$ cat config.mk
export PLATFORM = sky130hd
export DESIGN_NAME = abrf_addr
export DESIGN_NICKNAME = d
export VERILOG_FILES = /design/src/rtl/abrf_pkg.sv /design/src/rtl/abrf_addr.sv
export SDC_FILE = /design/constraint.sdc
export NUM_CORES = 1
export LEC_CHECK = 0
export BUFFER_PORTS_ARGS = -buffer_cell sky130_fd_sc_hd__buf_2
export CORE_AREA = 4 4 91 93
export DETAILED_ROUTE_END_ITERATION = 10
export DIE_AREA = 0 0 95 97
export PLACE_DENSITY = 0.47
export SLEW_MARGIN = 25
export SYNTH_ARGS = -nofsm -noshare
export SYNTH_HDL_FRONTEND = slang
export SYNTH_SLANG_ARGS = --single-unit
export TNS_END_PERCENT = 10
$ cat constraint.sdc
create_clock -name vclk -period 7.54
set_clock_uncertainty 0.2 [all_clocks]
set_input_delay 1.508 -clock vclk [all_inputs]
set_output_delay 1.508 -clock vclk [all_outputs]
set_load 0.01 [all_outputs]
$ cat src/rtl/abrf_pkg.sv
// shared types, constants and codes for the alpha blended rectangle fill block
`timescale 1ns / 1ps

package abrf_pkg;

	localparam int FB_PIXELS_DEF = 4096;
	localparam int MAX_DIM_DEF   = 64;

	localparam int PIX_W    = 32;
	localparam int POS_W    = 6;
	localparam int DIM_W    = 7;
	localparam int STRIDE_W = 7;
	// coordinate after adding a rectangle offset: up to 63 + 63
	localparam int COORD_W  = 8;
	// computed address before range check: up to 126 * 127 + 126
	localparam int CALC_W   = 16;

	localparam logic [STRIDE_W-1:0] STRIDE_RESET = 7'd64;

	typedef enum logic [1:0] {
		CMD_FILL  = 2'd0,
		CMD_WRITE = 2'd1,
		CMD_READ  = 2'd2,
		CMD_NOP   = 2'd3
	} cmd_e;

	typedef enum logic [2:0] {
		ST_IDLE,
		ST_ACCESS,
		ST_READ_WAIT,
		ST_MULT,
		ST_STORE,
		ST_FINISH
	} state_e;

	typedef struct packed {
		logic [1:0]       command;
		logic [POS_W-1:0] pos_x;
		logic [POS_W-1:0] pos_y;
		logic [DIM_W-1:0] rect_width;
		logic [DIM_W-1:0] rect_height;
		logic [PIX_W-1:0] color;
	} cmd_t;

	typedef struct packed {
		logic [PIX_W-1:0] read_value;
		logic             out_of_range;
	} res_t;

	typedef struct packed {
		logic [CALC_W-1:0] addr;
		logic              in_range;
	} addr_res_t;

endpackage

$ cat src/rtl/abrf_addr.sv
// pixel address unit: row times stride plus column, checked against store size
`timescale 1ns / 1ps

module abrf_addr import abrf_pkg::*; #(
	parameter int FB_PIXELS = FB_PIXELS_DEF
) (
	input  logic [COORD_W-1:0]  row,
	input  logic [COORD_W-1:0]  col,
	input  logic [STRIDE_W-1:0] stride,
	output addr_res_t           res
);

	logic [COORD_W+STRIDE_W-1:0] prod;
	logic [CALC_W-1:0]           sum;

	always_comb begin
		prod         = row * stride;
		sum          = CALC_W'(prod) + CALC_W'(col);
		res.addr     = sum;
		res.in_range = (32'(sum) < 32'(FB_PIXELS));
	end

endmodule

==> results of run 1 <==
-- metal layers --
metal  wire length [µm]  share of wire [%]  global-route usage [%]
met4                  0                  0                       0
met3                134                2.7                  0.0778
met5                  0                  0                       0
met1               2450                 49                    16.9
met2               2380                 48                    18.4
-- worst min-delay path: cells and delay by family --
family / cells / cell delay, ns
adder cells (fa/ha/maj): 1 / 0.12
buffers and inverters: 2 / 0.20
-- repair_timing --
item | CTS | global route
resized for setup | 1 | 7
pin swaps | 0 | 6
buffers inserted | 0 | 1
endpoints found under the setup margin | 1 | 3
-- cell families (layout without fill, tap and decap cells) --
| family | after synthesis | after routing | synth area share, % |
|---|---|---|---|
| mux | 1 | 1 | 0.453 |
| xor+xnor | 9 | 9 | 3.57 |
| buf+inv | 66 | 122 | 11.2 |
| simple gates | 84 | 84 | 19.4 |
| fa+ha+maj | 76 | 76 | 55.6 |
| compound gates | 32 | 32 | 9.79 |
-- area by class of cell --
cell class / instances / area, µm²
fill: 878 / 4830
timing repair buffer: 56 / 320
multi-input combinational: 202 / 2000
tap: 102 / 128
inverter: 66 / 248
-- stage by stage --
stage	worst slack, ns	total power [µW]	instances
5_1_grt	-0.00382	845	426
3_5_place_dp	0.00100	718	425
6_report	0.225	743	426
4_1_cts	0.0159	732	425
2_1_floorplan	0.332	489	268
3_3_place_gp	0.0372	719	425
-- final timing paths --
| kind | from | endpoint | slack (ns) | depth (start not counted) |
|---|---|---|---|---|
| max | row[3] | res[12] | 0.23 | 18 |
| min | col[0] | res[1] | 3.14 | 3 |
-- cells in the mapped netlist (all sizes together) --
cell type,number
a21oi,15
or2b,1
nand2b,2
nor3,1
and2,26
nand2,37
nor2b,3
a41oi,2
a31oi,2
o21bai,1
inv,66
nand4bb,1
nand3,3
mux2i,1
a211oi,1
a21o,2
o21ai,4
ha,39
o211ai,1
and3,1
o311ai,1
nor4,2
a221o,2
fa,37
a221oi,1
nor2,6
xnor2,9
nand4,1
-- power by group --
group / leakage (µW) / switching, µW / internal [µW]
logic: 0.00147 / 404 / 339
registers: 0 / 0 / 0
clock network: 0 / 0 / 0
==> results.ini, run 1 <==
[outcome]
run_status = finished clean

[synth]
yosys-top-cells-area = fa_1, ha_1, inv_1
syn-num-nets = 367
synth_top_area_cell = fa_1
syn_inst = 268
synth_area_um2 = 2210
syn_avg_cell_area_um2 = 8.25
synth_top_area_share_pct = 33.5
ys.warnings.count = 0
ys_types = 32
ys_seq_area_share_pct = 0

[critical_path]
worst_ep_arrival_time_ns = 5.61
path_class = in2out
slowest_delay_ns = 0.53
cp.required_ns = 5.83
start_kind = input pin
crit_family = adder cells
slowest_stage = fa_1
setup.worst_path.end_class = output port
crit_chain = buf_2 > and2_4 > fa_1 > inv_1 > fa_1 > inv_1 > fa_1 > inv_1 > fa_1 > inv_2 > ha_4 > buf_4 > a221oi_4 > o21ai_2 > a221o_2 > a21oi_2 > xnor2_1 > buf_2
worstPathMaxFanout = 5
path_common_cell = fa_1
crit_buf_inv = 7

[drt]
totalWireLength_um = 4960
viasPerCell = 4.49
wl_per_cell_um = 11.6
dr.pass1.iters = 4
drtAntennaViolNets = 0
vias = 1913
drc_errors = 0
drtIter0Drc = 27

[layout]
final_cell_mix = inv_1, buf_2, ha_1
antenna_cells = 0
seq_area_um2 = 0
final_nets = 425
finalCoreUtilization_pct = 35.9
final_common_cell = inv_1
drive_above_1_share_pct = 21.6
nClkBuffers = 0
seq_cell_count = 0
final_area_um2 = 2700
area_delta_synth_final_pct = 22.1

[global_route]
grt_pass1_vias = 1902
grt_antenna_before_repair = 0
grt_max_degree = 9
gr-usage-all-layers_pct = 11.0
grt_overflow_total = 0
grt_pass1_wl_um = 8560

[timing]
setup_tns_ns = 0
layout_min_cycle_time_ns = 7.31
hold_viol = 0
max_freq_mhz = 137
holdWs_ns = 3.14
drv_slew = 0
worst_slew_pin_slew_ns = 0.287
slew_headroom_pct = 80.6
finalSetupViolCount = 0
fin_crit_sh_pct = 97.0

[place]
place_congestion = 0.800
io_buffers = 40
place_area_um2 = 2650
dp_hpwl_um = 4550

[floorplanning]
io_pins = 40
die-height_um = 97
die_area_um2 = 9220
rows = 32
core_um2 = 7530
die_w_um = 95
start_util_pct = 29.4

[cts]
hold_buffers = 0

[worst_hold_path]
hold_path_class = in2out

[flow_run]
drv_cap = 0

[pwr]
p_leak_uw = 0.00147
vdd_drop_max_uv = 233
p_per_area_nw_per_um2 = 275

Note: power is estimated with default switching activity, not from simulation.
==> run 2, diff against run 1 <==
--- a/config.mk
+++ b/config.mk
@@ -9,7 +9,7 @@
 export CORE_AREA = 4 4 91 93
 export DETAILED_ROUTE_END_ITERATION = 10
 export DIE_AREA = 0 0 95 97
-export PLACE_DENSITY = 0.47
+export PLACE_DENSITY = 0.58
 export SLEW_MARGIN = 25
 export SYNTH_ARGS = -nofsm -noshare
 export SYNTH_HDL_FRONTEND = slang
==> run 2 against run 1 <==
  * Sequential share of layout area is the same
  * Cell count shrank 0.23%
  * Sequential cell count is the same
  * Via count grew 0.73%
  * Global-route usage shrank 0.12 points
  * Critical path depth is the same
  * Worst setup slack lost 0.0084 ns
  * Combinational power grew 0.8%
  * First-iteration DRC count grew 63%
  * Hold slack gained 0.0045 ns
  * Non-clock buffer count shrank 1
  * Largest power group unchanged
==> results.ini, run 2 (same netlist as run 1, synthesis figures left out) <==
[timing]
drv_slew = 0  ; unchanged
max_freq_mhz = 137  ; about the same
holdWs_ns = 3.15  ; was 3.14 ns
rsz0062_at_grt = false
hold_viol = 0  ; unchanged
worst_slew_pin_slew_ns = 0.292  ; was 0.287 ns
fin_crit_sh_pct = 97.1  ; was 97.0%
finalSetupViolCount = 0  ; unchanged
setup_tns_ns = 0  ; unchanged
layout_min_cycle_time_ns = 7.32  ; was 7.31 ns
slew_headroom_pct = 80.3  ; was 80.6%

[global_route]
grt_pass1_wl_um = 8470  ; was 8560 µm
grt_overflow_total = 0  ; unchanged
grt_antenna_before_repair = 0  ; unchanged
gr-usage-all-layers_pct = 10.9  ; was 11.0%
grt_pass1_vias = 1932  ; was 1902
grt_max_degree = 9  ; unchanged

[floorplanning]
io_pins = 40  ; unchanged
die-height_um = 97  ; unchanged
die_w_um = 95  ; unchanged
core_um2 = 7530  ; unchanged
die_area_um2 = 9220  ; unchanged
rows = 32  ; unchanged
start_util_pct = 29.4  ; unchanged

[critical_path]
cp.required_ns = 5.83  ; about the same
setup.worst_path.end_class = output port  ; unchanged
path_class = in2out  ; unchanged
slowest_stage = fa_1  ; unchanged
worstSetupStartpoint = stride[2]  ; was row[3]
worstPathMaxFanout = 5  ; unchanged
crit_family = adder cells  ; unchanged
crit_buf_inv = 7  ; unchanged
start_kind = input pin  ; unchanged
worst_ep_arrival_time_ns = 5.62  ; was 5.61 ns
crit_chain = buf_2 > and2_1 > fa_1 > inv_1 > fa_1 > inv_1 > fa_1 > inv_2 > fa_1 > inv_1 > ha_4 > buf_4 > a221oi_4 > o21ai_2 > a211oi_2 > xnor2_2 > nor4_2 > buf_2  ; was buf_2 > and2_4 > fa_1 > inv_1 > fa_1 > inv_1 > fa_1 > inv_1 > fa_1 > inv_2 > ha_4 > buf_4 > a221oi_4 > o21ai_2 > a221o_2 > a21oi_2 > xnor2_1 > buf_2
path_common_cell = fa_1  ; unchanged
slowest_delay_ns = 0.52  ; was 0.53 ns

[layout]
area_delta_synth_final_pct = 22.9  ; was 22.1%
fillers = 834  ; was 878
final_cell_mix = inv_1, buf_2, nand2_1, ha_1, fa_1  ; was inv_1, buf_2, ha_1
seq_cell_count = 0  ; unchanged
antenna_cells = 0  ; unchanged
final_nets = 424  ; was 425
final_area_um2 = 2720  ; was 2700 µm²
seq_area_um2 = 0  ; unchanged
instances_no_fill = 425  ; was 426
final_common_cell = inv_1  ; unchanged
drive_above_1_share_pct = 22.3  ; was 21.6%
multi_input_area_um2 = 2030  ; was 2000 µm²
nClkBuffers = 0  ; unchanged

[worst_hold_path]
holdPathEnd = res[1]  ; unchanged
hold_path_class = in2out  ; unchanged
hold_start = col[0]  ; unchanged
holdPathStages = 3  ; unchanged

[drt]
drtAntennaViolNets = 0  ; unchanged
drc_errors = 0  ; unchanged
wl_per_cell_um = 11.4  ; was 11.6 µm
viasPerCell = 4.53  ; was 4.49
vias = 1927  ; was 1913
totalWireLength_um = 4860  ; was 4960 µm
drtIter0Drc = 44  ; was 27
dr.pass1.iters = 4  ; unchanged

[place]
dp_hpwl_um = 4480  ; was 4550 µm
place_area_um2 = 2650  ; unchanged
dpl.cell_count = 425  ; unchanged
place_congestion = 0.809  ; was 0.800
io_buffers = 40  ; unchanged

[cts]
postCtsSetupBuffers = 0  ; unchanged
hold_buffers = 0  ; unchanged

[pwr]
vdd_drop_max_uv = 160  ; was 233 µV
p_leak_uw = 0.00147  ; about the same
finalPower_uw = 749  ; was 743 µW
p_per_area_nw_per_um2 = 276  ; was 275 nW/µm²

[outcome]
run_status = finished clean  ; unchanged

[flow_run]
drv_cap = 0  ; unchanged

-- run 2: changes by cell type in the layout (fill, tap and decap cells not counted) --
cell,change
buf_4,-1
clkbuf_4,+1
fa_2,+1
ha_4,+1
fa_1,-1
xnor2_2,+1
ha_1,-1
xnor2_1,-1
buf_2,-1
-- run 2: layer usage --
layer / GRT usage [%] / share of wire [%] / vias up
met5: 0 / 0 / -
met1: 15.3 / 45 / 953
li1: - / - / 951
met3: 0.233 / 2.2 / 0
met2: 19.6 / 52 / 23
met4: 0.111 / 0 / 0
-- run 2: power by group --
group	leakage (µW)	total (µW)	switching (µW)	internal (µW)
Clock	0	0	0	0
Sequential	0	0	0	0
Combinational	0.00147	749	410	338
Total	0.00147	749	410	338
-- run 2: final cells by class --
cell class | count | area share (%)
timing repair buffer | 55 | 11.6
inverter | 66 | 9.12
multi-input combinational | 202 | 74.6
tap | 102 | 4.70
-- run 2: stage by stage --
| stage | setup slack, ns | util [%] |
|---|---|---|
| after floorplan | 0.332 | - |
| after global placement | 0.0564 | 35.2 |
| after detailed placement | -0.00917 | 35.2 |
| after CTS | 0.0254 | 35.4 |
| after global routing | 0.00118 | 36.1 |
| final | 0.217 | 36.1 |
-- run 2: worst max path at each step --
stage	to	cells past startpoint
after floorplan	res[0]	16
after detailed placement	res[12]	18
after CTS	res[0]	17
after global routing	res[0]	18
after global placement	res[12]	18
final	res[0]	18
-- run 2: repair_timing --
| item | in CTS | in global routing |
|---|---|---|
| gates resized for setup | 2 | 10 |
| endpoints found under the setup margin | 1 | 2 |
| hold endpoints to repair | 0 | 0 |
| pin swaps | 0 | 11 |
