### src/rtl/abrf_pkg.sv
// shared types, constants and codes for the alpha blended rectangle fill block
`timescale 1ns / 1ps

package abrf_pkg;

	localparam int FB_PIXELS_DEF = 4096;
	localparam int MAX_DIM_DEF   = 64;

	localparam int PIX_W    = 32;
	localparam int POS_W    = 6;
	localparam int DIM_W    = 7;
	localparam int STRIDE_W = 7;
	// coordinate after adding a rectangle offset: up to 63 + 63
	localparam int COORD_W  = 8;
	// computed address before range check: up to 126 * 127 + 126
	localparam int CALC_W   = 16;

	localparam logic [STRIDE_W-1:0] STRIDE_RESET = 7'd64;

	typedef enum logic [1:0] {
		CMD_FILL  = 2'd0,
		CMD_WRITE = 2'd1,
		CMD_READ  = 2'd2,
		CMD_NOP   = 2'd3
	} cmd_e;

	typedef enum logic [2:0] {
		ST_IDLE,
		ST_ACCESS,
		ST_READ_WAIT,
		ST_MULT,
		ST_STORE,
		ST_FINISH
	} state_e;

	typedef struct packed {
		logic [1:0]       command;
		logic [POS_W-1:0] pos_x;
		logic [POS_W-1:0] pos_y;
		logic [DIM_W-1:0] rect_width;
		logic [DIM_W-1:0] rect_height;
		logic [PIX_W-1:0] color;
	} cmd_t;

	typedef struct packed {
		logic [PIX_W-1:0] read_value;
		logic             out_of_range;
	} res_t;

	typedef struct packed {
		logic [CALC_W-1:0] addr;
		logic              in_range;
	} addr_res_t;

endpackage

### src/rtl/abrf_blend.sv
// per byte blend unit: registered multiply-add, then exact divide by 255
`timescale 1ns / 1ps

module abrf_blend import abrf_pkg::*; (
	input  logic             clk,
	input  logic             load,
	input  logic [PIX_W-1:0] old_pix,
	input  logic [PIX_W-1:0] color,
	output logic [PIX_W-1:0] blended
);

	logic [7:0]  alpha;
	logic [7:0]  inv_alpha;
	logic [15:0] sum_d  [4];
	logic [15:0] sum_s1 [4];
	logic [16:0] quot   [4];

	always_comb begin
		alpha     = color[31:24];
		inv_alpha = 8'd255 - alpha;
		for (int k = 0; k < 4; k++) begin
			sum_d[k] = ({8'd0, old_pix[8*k +: 8]} * {8'd0, inv_alpha})
				+ ({8'd0, color[8*k +: 8]} * {8'd0, alpha});
		end
	end

	always_ff @(posedge clk) begin
		if (load) begin
			for (int k = 0; k < 4; k++) begin
				sum_s1[k] <= sum_d[k];
			end
		end
	end

	// floor(s / 255) = (s + 1 + (s >> 8)) >> 8, exact for s up to 255 * 255
	always_comb begin
		for (int k = 0; k < 4; k++) begin
			quot[k] = {1'b0, sum_s1[k]} + 17'd1 + {9'd0, sum_s1[k][15:8]};
			blended[8*k +: 8] = quot[k][15:8];
		end
	end

endmodule

### config.mk
export PLATFORM = sky130hd
export DESIGN_NAME = abrf_blend
export DESIGN_NICKNAME = d
export VERILOG_FILES = /design/src/rtl/abrf_pkg.sv /design/src/rtl/abrf_blend.sv
export SDC_FILE = /design/constraint.sdc
export NUM_CORES = 1
export LEC_CHECK = 0
export BUFFER_PORTS_ARGS = -buffer_cell sky130_fd_sc_hd__buf_2
export CAP_MARGIN = 10
export CORE_UTILIZATION = 65
export CTS_BUF_LIST = sky130_fd_sc_hd__clkbuf_4 sky130_fd_sc_hd__clkbuf_8 sky130_fd_sc_hd__clkbuf_16
export DETAILED_ROUTE_END_ITERATION = 10
export PLACE_DENSITY = 0.84
export SYNTH_ARGS = -nofsm -noshare
export SYNTH_HDL_FRONTEND = slang
export SYNTH_SLANG_ARGS = --single-unit
### constraint.sdc
create_clock -name clk -period 8.72 [get_ports clk]
set_input_delay 0.436 -clock clk [delete_from_list [all_inputs] [get_ports clk]]
set_output_delay 0.436 -clock clk [all_outputs]
set_load 0.005 [all_outputs]
==> run_summary.xml <==
<?xml version="1.0" encoding="UTF-8"?>
<metrics>
  <group name="setup_path">
    <metric name="worstPathRequired" unit="ns">8.82</metric>
    <metric name="crit_path_end" unit="">sum_s1[0][15]$_DFFE_PP_</metric>
    <metric name="critPathKind" unit="">input pin to flop</metric>
    <metric name="worstSetupEndpointType" unit="">flop</metric>
    <metric name="startpoint_type_of_the_worst_setup_path" unit="">input pin</metric>
    <metric name="timing.critical_path.from" unit="">color[29]</metric>
    <metric name="worstPathMaxFanout" unit="">30</metric>
    <metric name="critical_path_arrival" unit="ns">6.18</metric>
  </group>
  <group name="pwr">
    <metric name="sequentialPowerShare" unit="%">11.4</metric>
    <metric name="cellPowerDensity" unit="nW/um^2">410</metric>
    <metric name="combPwrFrac" unit="%">85.0</metric>
    <metric name="total_leakage_power" unit="uW">0.0108</metric>
    <metric name="pwr-share-clk" unit="%">3.6</metric>
    <metric name="p_sw" unit="uW">4290</metric>
    <metric name="p_int" unit="uW">4340</metric>
    <metric name="worst_ir_drop_vdd" unit="uV">374</metric>
    <metric name="power.share.switching" unit="%">49.7</metric>
  </group>
  <group name="global_routing">
    <metric name="globalRoute.totalOverflow" unit="">0</metric>
    <metric name="grt_max_degree" unit="">65</metric>
    <metric name="first_global_vias" unit="">15600</metric>
    <metric name="grt_pass1_wl" unit="mm">70.5</metric>
    <metric name="gr-usage-all-layers" unit="%">28.5</metric>
    <metric name="antenna_found_initial" unit="">1</metric>
  </group>
  <group name="place">
    <metric name="placed_area" unit="um^2">20800</metric>
    <metric name="post-place-ws" unit="ns">2.33</metric>
    <metric name="detailed_place_hpwl" unit="mm">33.2</metric>
    <metric name="gpl_congestion" unit="">0.886</metric>
    <metric name="dpl.cell_count" unit="">2553</metric>
    <metric name="portBuffers" unit="">97</metric>
  </group>
  <group name="cells_and_area">
    <metric name="final-instance-count-excl-fill" unit="">2567</metric>
    <metric name="biggestRegsByFlops" unit="">sum_s1: 64 flops</metric>
    <metric name="final.fill_count" unit="">2247</metric>
    <metric name="finalInstanceArea" unit="um^2">21100</metric>
    <metric name="flow.area_growth_from_synthesis" unit="%">5.37</metric>
    <metric name="finish.net_count" unit="">2878</metric>
    <metric name="max_flop_register" unit="">sum_s1</metric>
    <metric name="layout-drive-gt1-share" unit="%">5.79</metric>
    <metric name="largest_register_ff_count" unit="">64</metric>
  </group>
  <group name="sta">
    <metric name="max_slew.worst_pin.slew" unit="ns">0.938</metric>
    <metric name="slew_viol_final" unit="">0</metric>
    <metric name="finish_stage_setup_viols" unit="">0</metric>
    <metric name="clock.fmax" unit="MHz">164</metric>
    <metric name="unrepaired_setup_endpoints_after_global_routing" unit="">false</metric>
    <metric name="timing_hold_violations_final" unit="">0</metric>
    <metric name="setup_slack_after_layout" unit="ns">2.64</metric>
    <metric name="fin_crit" unit="ns">6.09</metric>
    <metric name="fin_setup_tns" unit="ns">0</metric>
    <metric name="finalCritPeriodShare" unit="%">69.8</metric>
    <metric name="slew_headroom" unit="%">37.5</metric>
    <metric name="hold_slack" unit="ns">0.559</metric>
  </group>
  <group name="cts">
    <metric name="cts_setup_buffers" unit="">0</metric>
    <metric name="cts_num_sinks" unit="">64</metric>
    <metric name="cts_repair_resize_count" unit="">0</metric>
    <metric name="tritoncts.num_buffers" unit="">9</metric>
    <metric name="tritoncts" unit="">built</metric>
    <metric name="number_of_buffers_inserted_for_hold_repair_after_clock_tree_synthesis" unit="">0</metric>
    <metric name="cts_max_level" unit="">3</metric>
    <metric name="ctsLongestPathBuffers" unit="">2</metric>
    <metric name="clk_pin_slew" unit="ns">0.05</metric>
    <metric name="clock-root-buffer" unit="">sky130_fd_sc_hd__clkbuf_16</metric>
  </group>
  <group name="yosys">
    <metric name="number_of_enable_flip_flop_cells_after_synthesis" unit="">64</metric>
    <metric name="post_syn_area_per_cell" unit="um^2">9.46</metric>
    <metric name="ys_ff_latch" unit="">64</metric>
    <metric name="proportion_of_register_bits_with_asynchronous_set_or_reset_after_synthesis" unit="%">0</metric>
    <metric name="synth_area" unit="um^2">20000</metric>
    <metric name="yosys.area.top_type" unit="">sky130_fd_sc_hd__fa_1</metric>
    <metric name="post_synth_top_flop" unit="">sky130_fd_sc_hd__edfxtp_1</metric>
    <metric name="yosysSeqAreaShare" unit="%">9.62</metric>
    <metric name="netlist_top_cells_area" unit="">sky130_fd_sc_hd__fa_1, sky130_fd_sc_hd__ha_1, sky130_fd_sc_hd__inv_1</metric>
    <metric name="postSynthCellCount" unit="">2113</metric>
    <metric name="synth_top_cell_area_share" unit="%">37.2</metric>
    <metric name="synth-warning-count" unit="">0</metric>
    <metric name="count_of_different_cell_masters_after_synthesis" unit="">49</metric>
  </group>
  <group name="run">
    <metric name="maxCapViolCount" unit="">0</metric>
  </group>
  <group name="floorplan">
    <metric name="io_pins" unit="">98</metric>
    <metric name="core.rowCount" unit="">63</metric>
    <metric name="die_area" unit="um^2">31500</metric>
    <metric name="die_w" unit="um">177</metric>
    <metric name="area_of_the_core" unit="um^2">30000</metric>
    <metric name="die_span_in_y" unit="um">177</metric>
    <metric name="initial_core_util" unit="%">66.7</metric>
  </group>
  <group name="drt">
    <metric name="route.antenna.remaining_nets" unit="">0</metric>
    <metric name="routed_wirelength" unit="mm">41.1</metric>
    <metric name="post_drt_wl_per_cell" unit="um">16.0</metric>
    <metric name="num_vias" unit="">14200</metric>
    <metric name="drc_errors" unit="">0</metric>
    <metric name="detail_route.iter0.violations" unit="">697</metric>
    <metric name="drt_pre_antenna_iters" unit="">7</metric>
    <metric name="post_drt_via_cell_ratio" unit="">5.52</metric>
  </group>
  <group name="worst_hold_path">
    <metric name="min_path_type" unit="">input pin to flop</metric>
    <metric name="worst_hold_path_stage_count" unit="">2</metric>
    <metric name="hold_path.startpoint" unit="">color[16]</metric>
  </group>
  <group name="outcome">
    <metric name="outcome" unit="">complete, no violations</metric>
  </group>
</metrics>
worst max-delay path, stage by stage:
cell	delay (ns)
sky130_fd_sc_hd__buf_2	0.29
sky130_fd_sc_hd__inv_1	0.61
sky130_fd_sc_hd__nand2_1	0.20
sky130_fd_sc_hd__fa_1	0.47
sky130_fd_sc_hd__fa_1	0.52
sky130_fd_sc_hd__inv_1	0.05
sky130_fd_sc_hd__fa_1	0.48
sky130_fd_sc_hd__fa_1	0.46
sky130_fd_sc_hd__fa_1	0.52
sky130_fd_sc_hd__inv_1	0.05
sky130_fd_sc_hd__fa_1	0.47
sky130_fd_sc_hd__inv_1	0.04
sky130_fd_sc_hd__ha_1	0.21
sky130_fd_sc_hd__or3_4	0.40
sky130_fd_sc_hd__or3_4	0.34
sky130_fd_sc_hd__o22ai_2	0.20
sky130_fd_sc_hd__o211ai_1	0.12
sky130_fd_sc_hd__a31oi_1	0.22
sky130_fd_sc_hd__xnor2_1	0.09
how the worst min path moves through the flow:
stage | slack [ns] | end
floorplan | 0.55 | sum_s1[0][0]$_DFFE_PP_
global placement | 0.90 | sum_s1[2][0]$_DFFE_PP_
detailed placement | 0.91 | sum_s1[2][0]$_DFFE_PP_
CTS | 0.54 | sum_s1[2][0]$_DFFE_PP_
global route | 0.56 | sum_s1[3][0]$_DFFE_PP_
finish | 0.56 | sum_s1[2][0]$_DFFE_PP_
layer usage:
metal  vias up  track usage (%)  wire length [um]
met2       445             51.6             21300
met3        88             3.81              2400
met5         -                0                 0
met1      7148             34.7             16200
li1       6501                -                 -
met4         0             10.1              1280
logic make-up after synthesis:
kind of cell,synth area share [%]
AO/OA/AOI/OAI,5.15
XOR/XNOR,3.99
adder cells (fa/ha/maj),53.9
buffers and inverters,10.9
flip-flops,9.62
multiplexers,0.376
other,0.0188
AND/OR/NAND/NOR,16.1
cells in the mapped netlist (2+ instances only):
cell type,count
sky130_fd_sc_hd__nand2b_1,83
sky130_fd_sc_hd__clkbuf_1,59
sky130_fd_sc_hd__nor2_1,37
sky130_fd_sc_hd__nor3_1,6
sky130_fd_sc_hd__edfxtp_1,64
sky130_fd_sc_hd__nor2b_1,145
sky130_fd_sc_hd__o21ai_0,28
sky130_fd_sc_hd__nand4_1,9
sky130_fd_sc_hd__or3_4,2
sky130_fd_sc_hd__o21bai_1,9
sky130_fd_sc_hd__a41oi_1,2
sky130_fd_sc_hd__a21o_1,17
sky130_fd_sc_hd__o211a_1,2
sky130_fd_sc_hd__o21ai_1,4
sky130_fd_sc_hd__o21a_1,14
sky130_fd_sc_hd__nand3_1,13
sky130_fd_sc_hd__a31o_2,2
sky130_fd_sc_hd__fa_1,371
sky130_fd_sc_hd__and2_1,153
sky130_fd_sc_hd__o211ai_1,4
sky130_fd_sc_hd__xor2_1,18
sky130_fd_sc_hd__o31ai_1,3
sky130_fd_sc_hd__a21oi_1,40
sky130_fd_sc_hd__xnor2_1,73
sky130_fd_sc_hd__and3_1,10
sky130_fd_sc_hd__ha_1,267
sky130_fd_sc_hd__inv_1,517
sky130_fd_sc_hd__mux2_2,4
sky130_fd_sc_hd__a211oi_1,15
sky130_fd_sc_hd__a31oi_1,3
sky130_fd_sc_hd__nor4_1,2
sky130_fd_sc_hd__o31a_1,5
sky130_fd_sc_hd__mux2i_1,3
sky130_fd_sc_hd__nand2_1,114
power by group through the flow:
stage                     sequential (uW)  clock [uW]  combinational, uW
after floorplan                       941           0               5770
after global placement                985           0               6950
after detailed placement              989           0               7280
after CTS                             985         318               7350
after global routing                 1000         327               8400
final                                 983         312               7330
cells in the final DEF (no fill, tap or decap), types with 3 or more instances in the layout:
| master | instances |
|---|---|
| sky130_fd_sc_hd__inv_1 | 517 |
| sky130_fd_sc_hd__fa_1 | 371 |
| sky130_fd_sc_hd__ha_1 | 267 |
| sky130_fd_sc_hd__and2_1 | 153 |
| sky130_fd_sc_hd__nor2b_1 | 145 |
| sky130_fd_sc_hd__nand2_1 | 114 |
| sky130_fd_sc_hd__buf_2 | 97 |
| sky130_fd_sc_hd__nand2b_1 | 83 |
| sky130_fd_sc_hd__xnor2_1 | 73 |
| sky130_fd_sc_hd__edfxtp_1 | 64 |
| sky130_fd_sc_hd__a21oi_1 | 40 |
| sky130_fd_sc_hd__nor2_1 | 37 |
| sky130_fd_sc_hd__o21ai_0 | 28 |
| sky130_fd_sc_hd__xor2_1 | 18 |
| sky130_fd_sc_hd__a21o_1 | 17 |
| sky130_fd_sc_hd__a211oi_1 | 15 |
| sky130_fd_sc_hd__o21a_1 | 14 |
| sky130_fd_sc_hd__nand3_1 | 13 |
| sky130_fd_sc_hd__and3_1 | 10 |
| sky130_fd_sc_hd__o21bai_1 | 9 |
| sky130_fd_sc_hd__nand4_1 | 9 |
| sky130_fd_sc_hd__clkbuf_16 | 9 |
| sky130_fd_sc_hd__buf_4 | 9 |
| sky130_fd_sc_hd__nor3_1 | 6 |
| sky130_fd_sc_hd__clkinv_1 | 5 |
| sky130_fd_sc_hd__o31a_1 | 5 |
| sky130_fd_sc_hd__conb_1 | 5 |
| sky130_fd_sc_hd__o211ai_1 | 4 |
| sky130_fd_sc_hd__o21ai_1 | 4 |
| sky130_fd_sc_hd__mux2_2 | 4 |
| sky130_fd_sc_hd__mux2i_1 | 3 |
| sky130_fd_sc_hd__a31oi_1 | 3 |
| sky130_fd_sc_hd__o31ai_1 | 3 |
cell type report:
class | count | area (um^2) | area share [%]
Multi-Input combinational cell | 1475 | 15900 | 75.5
Inverter | 518 | 1940 | 9.23
Sequential cell | 64 | 1920 | 9.13
Timing Repair Buffer | 106 | 553 | 2.63
Tap cell | 390 | 488 | 2.32
Clock buffer | 9 | 225 | 1.07
Clock inverter | 4 | 15.0 | 0.0713
Antenna cell | 1 | 2.50 | 0.0119
metrics by stage:
step,total power (uW),utilization (%)
floorplan,6710,-
global placement,7940,69.5
detailed placement,8270,69.5
CTS,8650,70.3
global route,9730,70.3
finish,8630,70.3
No activity file was read; power rests on OpenSTA's default activity.
